## src/sv/sqcf_pkg.sv

```systemverilog
`timescale 1ns / 1ps
// ----------------------------------------------------------------------------
// sqcf_pkg
// Shared types and codes for the square-root continued fraction term block.
// ----------------------------------------------------------------------------
package sqcf_pkg;

    // request command codes
    localparam logic CMD_START = 1'b0;
    localparam logic CMD_NEXT  = 1'b1;

    // result status codes
    localparam logic [1:0] ST_TERM   = 2'd0;
    localparam logic [1:0] ST_PERIOD = 2'd1;
    localparam logic [1:0] ST_REJECT = 2'd2;
    localparam logic [1:0] ST_IDLE   = 2'd3;

    localparam int          PERIOD_W   = 32;
    localparam logic [31:0] PERIOD_MAX = 32'hFFFF_FFFF;

    // operations of the shared iterative unit
    typedef enum logic [1:0] {
        MODE_SQRT       = 2'd0,
        MODE_DIV_WIDE   = 2'd1,
        MODE_DIV_NARROW = 2'd2
    } t_unit_mode;

    typedef struct packed {
        logic       start;
        t_unit_mode mode;
    } t_unit_req;

endpackage

```

## src/sv/sqcf_unit.sv

```systemverilog
`timescale 1ns / 1ps
// ----------------------------------------------------------------------------
// sqcf_unit
// Shared restoring unit: one subtract/compare per cycle, running either an
// integer square root (two bits per step) or a division (one bit per step).
// ----------------------------------------------------------------------------
module sqcf_unit
    import sqcf_pkg::*;
#(
    parameter int  NUMBER_WIDTH = 32,
    localparam int RW = (NUMBER_WIDTH + 1) / 2,
    localparam int TW = RW + 1,
    localparam int SW = RW + 2,
    localparam int XW = 2 * RW
) (
    input  logic          i_clk,
    input  logic          i_rst_n,
    input  t_unit_req     i_req,
    input  logic [XW-1:0] i_operand,
    input  logic [TW-1:0] i_divisor,
    output logic          o_done,
    output logic [TW-1:0] o_quot,
    output logic [SW-1:0] o_rem
);

    localparam int CW = $clog2(XW + 1);

    logic          r_busy;
    logic          r_done;
    logic [CW-1:0] r_cnt;
    t_unit_mode    r_mode;
    logic [XW-1:0] r_x;
    logic [TW-1:0] r_quot;
    logic [SW-1:0] r_rem;
    logic [TW-1:0] r_div;

    logic [CW-1:0] w_count;
    logic [SW-1:0] w_shift;
    logic [SW-1:0] w_sub_b;
    logic [SW:0]   w_diff;
    logic          w_take;

    always_comb begin
        unique case (i_req.mode)
            MODE_SQRT:       w_count = CW'(RW);
            MODE_DIV_WIDE:   w_count = CW'(NUMBER_WIDTH);
            MODE_DIV_NARROW: w_count = CW'(TW);
            default:         w_count = CW'(TW);
        endcase
    end

    // square root: trial is (root << 2) | 1; division: trial is the divisor
    always_comb begin
        if (r_mode == MODE_SQRT) begin
            w_shift = {r_rem[SW-3:0], r_x[XW-1:XW-2]};
            w_sub_b = {r_quot[RW-1:0], 2'b01};
        end else begin
            w_shift = {r_rem[SW-2:0], r_x[XW-1]};
            w_sub_b = SW'(r_div);
        end
        w_diff = {1'b0, w_shift} - {1'b0, w_sub_b};
        w_take = ~w_diff[SW];
    end

    always_ff @(posedge i_clk) begin
        if (!i_rst_n) begin
            r_busy <= 1'b0;
            r_done <= 1'b0;
            r_cnt  <= '0;
            r_mode <= MODE_SQRT;
        end else if (i_req.start) begin
            r_busy <= 1'b1;
            r_done <= 1'b0;
            r_cnt  <= w_count;
            r_mode <= i_req.mode;
        end else if (r_busy) begin
            r_cnt <= r_cnt - 1'b1;
            if (r_cnt == CW'(1)) begin
                r_busy <= 1'b0;
                r_done <= 1'b1;
            end
        end else begin
            r_done <= 1'b0;
        end
    end

    always_ff @(posedge i_clk) begin
        if (i_req.start) begin
            r_x    <= i_operand;
            r_quot <= '0;
            r_rem  <= '0;
            r_div  <= i_divisor;
        end else if (r_busy) begin
            r_rem  <= w_take ? w_diff[SW-1:0] : w_shift;
            r_quot <= {r_quot[TW-2:0], w_take};
            r_x    <= (r_mode == MODE_SQRT) ? (r_x << 2) : (r_x << 1);
        end
    end

    assign o_done = r_done;
    assign o_quot = r_quot;
    assign o_rem  = r_rem;

endmodule

```

## src/sv/sqrt_continued_fraction_terms.sv

```systemverilog
`timescale 1ns / 1ps
// ----------------------------------------------------------------------------
// sqrt_continued_fraction_terms
// Returns the periodic continued fraction of sqrt(N), one partial quotient
// per request, and the period length once the expansion repeats.
// ----------------------------------------------------------------------------
//  channel   direction  handshake                  payload
//  request   in         i_in_valid / o_in_ready    i_cmd, i_number
//  result    out        o_out_valid / i_out_ready  o_status, o_term, o_period
//
//  Start runs the square root through the shared unit two bits at a time.
//  Next runs one squaring, then two restoring divisions on the same unit,
//  one bit per cycle. Status-only answers (no number, period done) skip
//  the shared unit and go straight to waiting for the output slot.
//  Reset is synchronous, active low; the expansion state returns to idle.
//  A finished result waits in the output register; a new request is taken
//  meanwhile, and its result holds until the output slot frees.
// ----------------------------------------------------------------------------
module sqrt_continued_fraction_terms
    import sqcf_pkg::*;
#(
    parameter int  NUMBER_WIDTH = 32,
    localparam int RW = (NUMBER_WIDTH + 1) / 2,
    localparam int TW = RW + 1
) (
    input  logic                    i_clk,
    input  logic                    i_rst_n,
    input  logic                    i_in_valid,
    output logic                    o_in_ready,
    input  logic                    i_cmd,
    input  logic [NUMBER_WIDTH-1:0] i_number,
    output logic                    o_out_valid,
    input  logic                    i_out_ready,
    output logic [1:0]              o_status,
    output logic [TW-1:0]           o_term,
    output logic [PERIOD_W-1:0]     o_period
);

    localparam int SW = RW + 2;
    localparam int XW = 2 * RW;

    typedef enum logic [6:0] {
        S_IDLE = 7'b0000001,
        S_ROOT = 7'b0000010,
        S_MUL  = 7'b0000100,
        S_SUB  = 7'b0001000,
        S_DIV1 = 7'b0010000,
        S_DIV2 = 7'b0100000,
        S_WAIT = 7'b1000000
    } t_state;

    typedef enum logic [3:0] {
        PH_IDLE  = 4'b0001,
        PH_FIRST = 4'b0010,
        PH_RUN   = 4'b0100,
        PH_DONE  = 4'b1000
    } t_phase;

    t_state r_state, n_state;
    t_phase r_phase;

    logic [NUMBER_WIDTH-1:0] r_num;
    logic [NUMBER_WIDTH-1:0] r_radicand;
    logic [RW-1:0]           r_root;
    logic [TW-1:0]           r_rem;
    logic [TW-1:0]           r_denom;
    logic [TW-1:0]           r_first_rem;
    logic [TW-1:0]           r_first_denom;
    logic [PERIOD_W-1:0]     r_count;
    logic [2*RW-1:0]         r_square;
    logic [TW-1:0]           r_nd;

    logic [1:0]              r_pend_status;
    logic [TW-1:0]           r_pend_term;
    logic [PERIOD_W-1:0]     r_pend_period;

    logic                    r_out_valid;
    logic [1:0]              r_status;
    logic [TW-1:0]           r_term;
    logic [PERIOD_W-1:0]     r_period;

    t_unit_req               w_req;
    logic [XW-1:0]           w_operand;
    logic [TW-1:0]           w_divisor;
    logic                    w_done;
    logic [TW-1:0]           w_quot;
    logic [SW-1:0]           w_urem;

    logic                    w_accept;
    logic [TW-1:0]           w_m;
    logic [TW-1:0]           w_top;
    logic [NUMBER_WIDTH-1:0] w_residue;
    logic [TW-1:0]           w_nd;
    logic [TW-1:0]           w_new_rem;
    logic                    w_out_free;

    assign w_accept   = i_in_valid && o_in_ready;
    assign w_out_free = !r_out_valid || i_out_ready;
    assign w_m        = TW'(r_root) - r_rem;
    assign w_top      = {r_root, 1'b0} - r_rem;
    assign w_residue  = r_radicand - r_square[NUMBER_WIDTH-1:0];
    assign w_nd       = (w_quot == '0) ? TW'(1) : w_quot;
    assign w_new_rem  = w_urem[TW-1:0];

    sqcf_unit #(
        .NUMBER_WIDTH(NUMBER_WIDTH)
    ) u_unit (
        .i_clk     (i_clk),
        .i_rst_n   (i_rst_n),
        .i_req     (w_req),
        .i_operand (w_operand),
        .i_divisor (w_divisor),
        .o_done    (w_done),
        .o_quot    (w_quot),
        .o_rem     (w_urem)
    );

    // launch the shared unit
    always_comb begin
        w_req.start = 1'b0;
        w_req.mode  = MODE_SQRT;
        w_operand   = XW'(i_number);
        w_divisor   = r_denom;
        priority if (r_state == S_IDLE && w_accept && i_cmd == CMD_START) begin
            w_req.start = 1'b1;
        end else if (r_state == S_SUB) begin
            w_req.start = 1'b1;
            w_req.mode  = MODE_DIV_WIDE;
            w_operand   = XW'(w_residue) << (XW - NUMBER_WIDTH);
            w_divisor   = (r_denom == '0) ? TW'(1) : r_denom;
        end else if (r_state == S_DIV1 && w_done) begin
            w_req.start = 1'b1;
            w_req.mode  = MODE_DIV_NARROW;
            w_operand   = XW'(w_top) << (XW - TW);
            w_divisor   = w_nd;
        end else begin
            w_req.start = 1'b0;
        end
    end

    always_comb begin
        n_state = r_state;
        unique case (r_state)
            S_IDLE: begin
                if (w_accept) begin
                    if (i_cmd == CMD_START) begin
                        n_state = S_ROOT;
                    end else if (r_phase == PH_FIRST || r_phase == PH_RUN) begin
                        n_state = S_MUL;
                    end else begin
                        n_state = S_WAIT;
                    end
                end
            end
            S_ROOT:  if (w_done) n_state = S_WAIT;
            S_MUL:   n_state = S_SUB;
            S_SUB:   n_state = S_DIV1;
            S_DIV1:  if (w_done) n_state = S_DIV2;
            S_DIV2:  if (w_done) n_state = S_WAIT;
            S_WAIT:  if (w_out_free) n_state = S_IDLE;
            default: n_state = S_IDLE;
        endcase
    end

    always_ff @(posedge i_clk) begin
        if (!i_rst_n) begin
            r_state <= S_IDLE;
        end else begin
            r_state <= n_state;
        end
    end

    // expansion state
    always_ff @(posedge i_clk) begin
        if (!i_rst_n) begin
            r_phase       <= PH_IDLE;
            r_radicand    <= '0;
            r_root        <= '0;
            r_rem         <= '0;
            r_denom       <= TW'(1);
            r_first_rem   <= '0;
            r_first_denom <= TW'(1);
            r_count       <= '0;
        end else begin
            if (r_state == S_ROOT && w_done) begin
                if (w_urem == '0) begin
                    r_phase <= PH_IDLE;
                end else begin
                    r_radicand <= r_num;
                    r_root     <= w_quot[RW-1:0];
                    r_rem      <= '0;
                    r_denom    <= TW'(1);
                    r_count    <= '0;
                    r_phase    <= PH_FIRST;
                end
            end
            if (r_state == S_DIV2 && w_done) begin
                r_rem   <= w_new_rem;
                r_denom <= r_nd;
                if (r_phase == PH_FIRST) begin
                    r_first_rem   <= w_new_rem;
                    r_first_denom <= r_nd;
                    r_count       <= PERIOD_W'(1);
                    r_phase       <= PH_RUN;
                end else if (w_new_rem == r_first_rem && r_nd == r_first_denom) begin
                    r_phase <= PH_DONE;
                end else if (r_count != PERIOD_MAX) begin
                    r_count <= r_count + 1'b1;
                end
            end
        end
    end

    // operands and the pending result
    always_ff @(posedge i_clk) begin
        if (w_accept) begin
            r_num         <= i_number;
            r_pend_status <= ST_TERM;
            r_pend_term   <= '0;
            r_pend_period <= '0;
            if (i_cmd == CMD_NEXT) begin
                if (r_phase == PH_DONE) begin
                    r_pend_status <= ST_PERIOD;
                    r_pend_period <= r_count;
                end else if (r_phase == PH_IDLE) begin
                    r_pend_status <= ST_IDLE;
                end
            end
        end
        if (r_state == S_MUL) begin
            r_square <= w_m[RW-1:0] * w_m[RW-1:0];
        end
        if (r_state == S_DIV1 && w_done) begin
            r_nd <= w_nd;
        end
        if (r_state == S_ROOT && w_done) begin
            if (w_urem == '0) begin
                r_pend_status <= ST_REJECT;
            end else begin
                r_pend_term <= TW'(w_quot[RW-1:0]);
            end
        end
        if (r_state == S_DIV2 && w_done) begin
            if (r_phase == PH_RUN && w_new_rem == r_first_rem && r_nd == r_first_denom)
            begin
                r_pend_status <= ST_PERIOD;
                r_pend_period <= r_count;
            end else begin
                r_pend_term <= w_quot;
            end
        end
    end

    // output register
    always_ff @(posedge i_clk) begin
        if (!i_rst_n) begin
            r_out_valid <= 1'b0;
        end else if (r_state == S_WAIT && w_out_free) begin
            r_out_valid <= 1'b1;
        end else if (i_out_ready) begin
            r_out_valid <= 1'b0;
        end
    end

    always_ff @(posedge i_clk) begin
        if (r_state == S_WAIT && w_out_free) begin
            r_status <= r_pend_status;
            r_term   <= r_pend_term;
            r_period <= r_pend_period;
        end
    end

    assign o_in_ready  = (r_state == S_IDLE);
    assign o_out_valid = r_out_valid;
    assign o_status    = r_status;
    assign o_term      = r_term;
    assign o_period    = r_period;

endmodule

```

## config.mk

```make
export PLATFORM = sky130hd
export DESIGN_NAME = sqrt_continued_fraction_terms
export DESIGN_NICKNAME = d
export VERILOG_FILES = /design/src/sv/sqcf_pkg.sv /design/src/sv/sqcf_unit.sv /design/src/sv/sqrt_continued_fraction_terms.sv
export SDC_FILE = /design/constraint.sdc
export NUM_CORES = 1
export LEC_CHECK = 0
export ABC_CLOCK_PERIOD_IN_PS = 10020
export BUFFER_PORTS_ARGS = -buffer_cell sky130_fd_sc_hd__buf_2
export CORE_ASPECT_RATIO = 0.5
export CORE_MARGIN = 8
export CORE_UTILIZATION = 55
export CTS_BUF_LIST = sky130_fd_sc_hd__clkbuf_8 sky130_fd_sc_hd__clkbuf_16
export DETAILED_ROUTE_END_ITERATION = 8
export PLACE_DENSITY = 0.72
export SETUP_SLACK_MARGIN = 0.2
export SYNTH_ARGS = -nofsm -noshare
export SYNTH_HDL_FRONTEND = slang
export SYNTH_SLANG_ARGS = --single-unit
```

## constraint.sdc

```tcl
create_clock -name i_clk -period 10.02 [get_ports i_clk]
set_clock_uncertainty 0.15 [all_clocks]
set_input_delay 2.004 -clock i_clk [delete_from_list [all_inputs] [get_ports i_clk]]
set_output_delay 2.004 -clock i_clk [all_outputs]
set_load 0.005 [all_outputs]
```

==> flow_summary.yaml <==
synth:
  synth_seq_area_share_pct: 36.4
  ys_top_cells_by_area: "edfxtp_1 19%, dfxtp_1 18%, fa_1 11%, ha_1 7.7%, nand2_1 7.4%"
  ys_seq_elements: 436
  synth.most_common_cell: "nand2_1"
  netlist_area_mm2: 0.0289
  synth_warnings: 0
  netlist_instances: 3224
  synth_common_cells: "566 x nand2_1, 315 x inv_1, 260 x a21oi_1, 256 x dfxtp_1, 194 x nor2_1"
  synth.distinct_cells: 96
  yosys.area.top_type: "edfxtp_1"
  postSynth.asyncResetShare_pct: 0
  synth_edf_count: 180
  synth_area_per_cell_um2: 8.96
  synth_top_area_share_pct: 18.7
  synthFlopType: "dfxtp_1"
  synth_nets: 3605
grt:
  gr-total-overflow: 0
  antenna_found_initial: 0
  grt_use_total_pct: 24.4
  grt_max_degree: 81
  grt_pass1_vias: 22099
  grt_pass1_wl_um: 121000
routing:
  dr_wl_met2_um: 33400
  first_iter_violations: 2186
  firstDrtPassIters: 6
  top_layer_used: "met4"
  via_count: 23009
  wl_um: 74800
  vias_per_cell: 5.83
  drt-met1-wl_um: 33200
  ant_nets: 0
  dr_wl_met3_um: 5710
  routedWlPerCell_um: 18.9
  drcViolationCount: 0
cells_and_area:
  diodes: 0
  drive_above_1_share_pct: 7.63
  nets: 3596
  fillCellCount: 4517
  areaGrowthSynthToFinish_pct: 7.52
clock_network:
  cts_tree: "done"
  clock_latency_ns: 0.57
  clk_path_buf_depth: 3
  ctsResizeCount: 0
  ctsHoldBuffers: 0
  cts.sinks: 436
  cts_max_level: 2
  clock-root-buffer: "clkbuf_16"
  clkTransAtPathRegs_ns: 0.07
  post_cts.repair.setup_buffers: 0
  cts_buffers: 42
critical_path:
  crit_end: "r_square[30]"
  r2r_slack_ns: 0.90
  path_class: "reg2reg"
  cp.arrival_ns: 9.27
  r2r-start: "r_root[0]"
  r2r_cells: 29
  crit_start: "r_root[0]"
  cp.required_ns: 10.17
  setup.worst_path.start_class: "flop"
  crit_fanout: 9
  crit_path_frequent_cell: "fa_1"
  cp_slowest_cell: "xnor2_1"
  critPathCaptureType: "flop"
  max_stage_delay_ns: 0.83
  rr_endpoint: "r_square[30]"
timing:
  hold_ws_ns: 0.279
  fmax_mhz: 110
  worstMarginPinSlew_ns: 1.05
  slew_violations: 0
  period_share_pct: 91.1
  fin_tns_setup_ns: 0
  final-hold-violation-count: 0
  period_needed_ns: 9.12
  setup_viol: 0
  relSlewSlack_pct: 29.3
  rsz0062_at_grt: "false"
floorplan:
  initial_core_util_pct: 55.6
  ioPinCount: 90
  die_w_um: 340
  std_cell_rows: 59
  die_area_mm2: 0.0606
  die_h_um: 178
  core_region_area_mm2: 0.0520
pwr:
  ir_drop_uv: 118
  leakage_nw: 13.7
  power.density_mw_per_mm2: 144
place:
  numPortBuffers: 89
  place.gp.congestion: 0.946
  dp_hpwl_um: 54300
run_status:
  status: "completed"
hold_path:
  hp-class: "reg2reg"
job:
  cap_violations: 0
-- worst max-delay path: cells and delay by family (launching register included) --
kind	cells	cell delay (ns)
compound gates	8	1.61
fa+ha+maj	9	3.72
simple gates	4	1.15
flops	1	0.37
buf+inv	6	0.88
xor+xnor	2	1.00
-- logic make-up (layout without fill, tap and decap cells) --
group	count (synthesis)	after routing	synth area share, %
XOR/XNOR	135	135	4.14
AND/OR/NAND/NOR	1087	1087	16.9
adder cells (fa/ha/maj)	344	344	19.2
buffers and inverters	499	524	6.90
AO/OA/AOI/OAI	667	667	14.5
flip-flops	436	436	36.4
multiplexers	56	56	1.94
-- layout make-up --
| type | instances | area (um2) | area share, % |
|---|---|---|---|
| clock inverters | 31 | 214 | 0.689 |
| well taps | 701 | 877 | 2.82 |
| repair buffers | 125 | 716 | 2.30 |
| multi-input cells | 2289 | 16400 | 52.8 |
| flip-flops and latches | 436 | 10500 | 33.9 |
| inverters | 321 | 1210 | 3.89 |
| clock buffers | 47 | 1120 | 3.60 |
-- worst min path at each step --
stage,startpoint,to,cells after the start
finish,r_pend_term[0],o_term[0],0
global route,r_pend_period[25],o_period[25],0
CTS,r_pend_term[0],o_term[0],0
detailed placement,r_pend_term[0],o_term[0],0
global placement,r_pend_term[13],o_term[13],0
floorplan,r_pend_term[16],o_term[16],0
-- flip-flops by register name (all words and copies together) (netlist names), 4 cells and up --
register	count
u_unit.o_rem	18
r_pend_period	32
r_pend_term	17
u_unit.r_div	17
r_first_rem	17
u_unit.r_cnt	6
r_square	31
r_phase	4
r_radicand	32
u_unit.o_quot	17
r_root	16
r_denom	17
r_nd	17
u_unit.r_x	32
r_num	32
o_term	17
o_period	32
r_state	7
r_rem	17
r_count	32
r_first_denom	17
-- per-stage QoR --
| stage | util, % | setup WS [ns] | cells | cell area, um2 | power [mW] |
|---|---|---|---|---|---|
| global route | 59.8 | 0.393 | 3950 | 31100 | 4.68 |
| finish | 59.8 | 0.896 | 3950 | 31100 | 4.48 |
| global placement | 57.2 | 1.31 | 3872 | 29700 | 2.94 |
| CTS | 59.8 | 1.09 | 3950 | 31100 | 4.49 |
| floorplan | - | 2.14 | 3224 | 28900 | 2.76 |
| detailed placement | 57.2 | 1.14 | 3872 | 29700 | 2.96 |
-- report_power, final --
group,switching [mW],internal [mW]
Combinational,0.494,0.358
Clock,0.709,0.837
Sequential,0.138,1.95
-- placed cells by master (no fill, tap or decap), drive strengths merged, types with 72 or more instances in the layout --
cell,n
a21oi,264
buf,125
dfxtp,256
edfxtp,180
fa,166
ha,178
inv,330
nand2,568
nand3,89
nor2,197
o21ai,137
xor2,72
-- per-layer routing --
layer / GRT usage, % / vias up
met2: 39.2 / 870
met1: 34.0 / 11119
met5: 0 / -
met3: 3.86 / 136
li1: - / 10884
met4: 7.71 / 0
No activity file was read; power rests on OpenSTA's default activity.
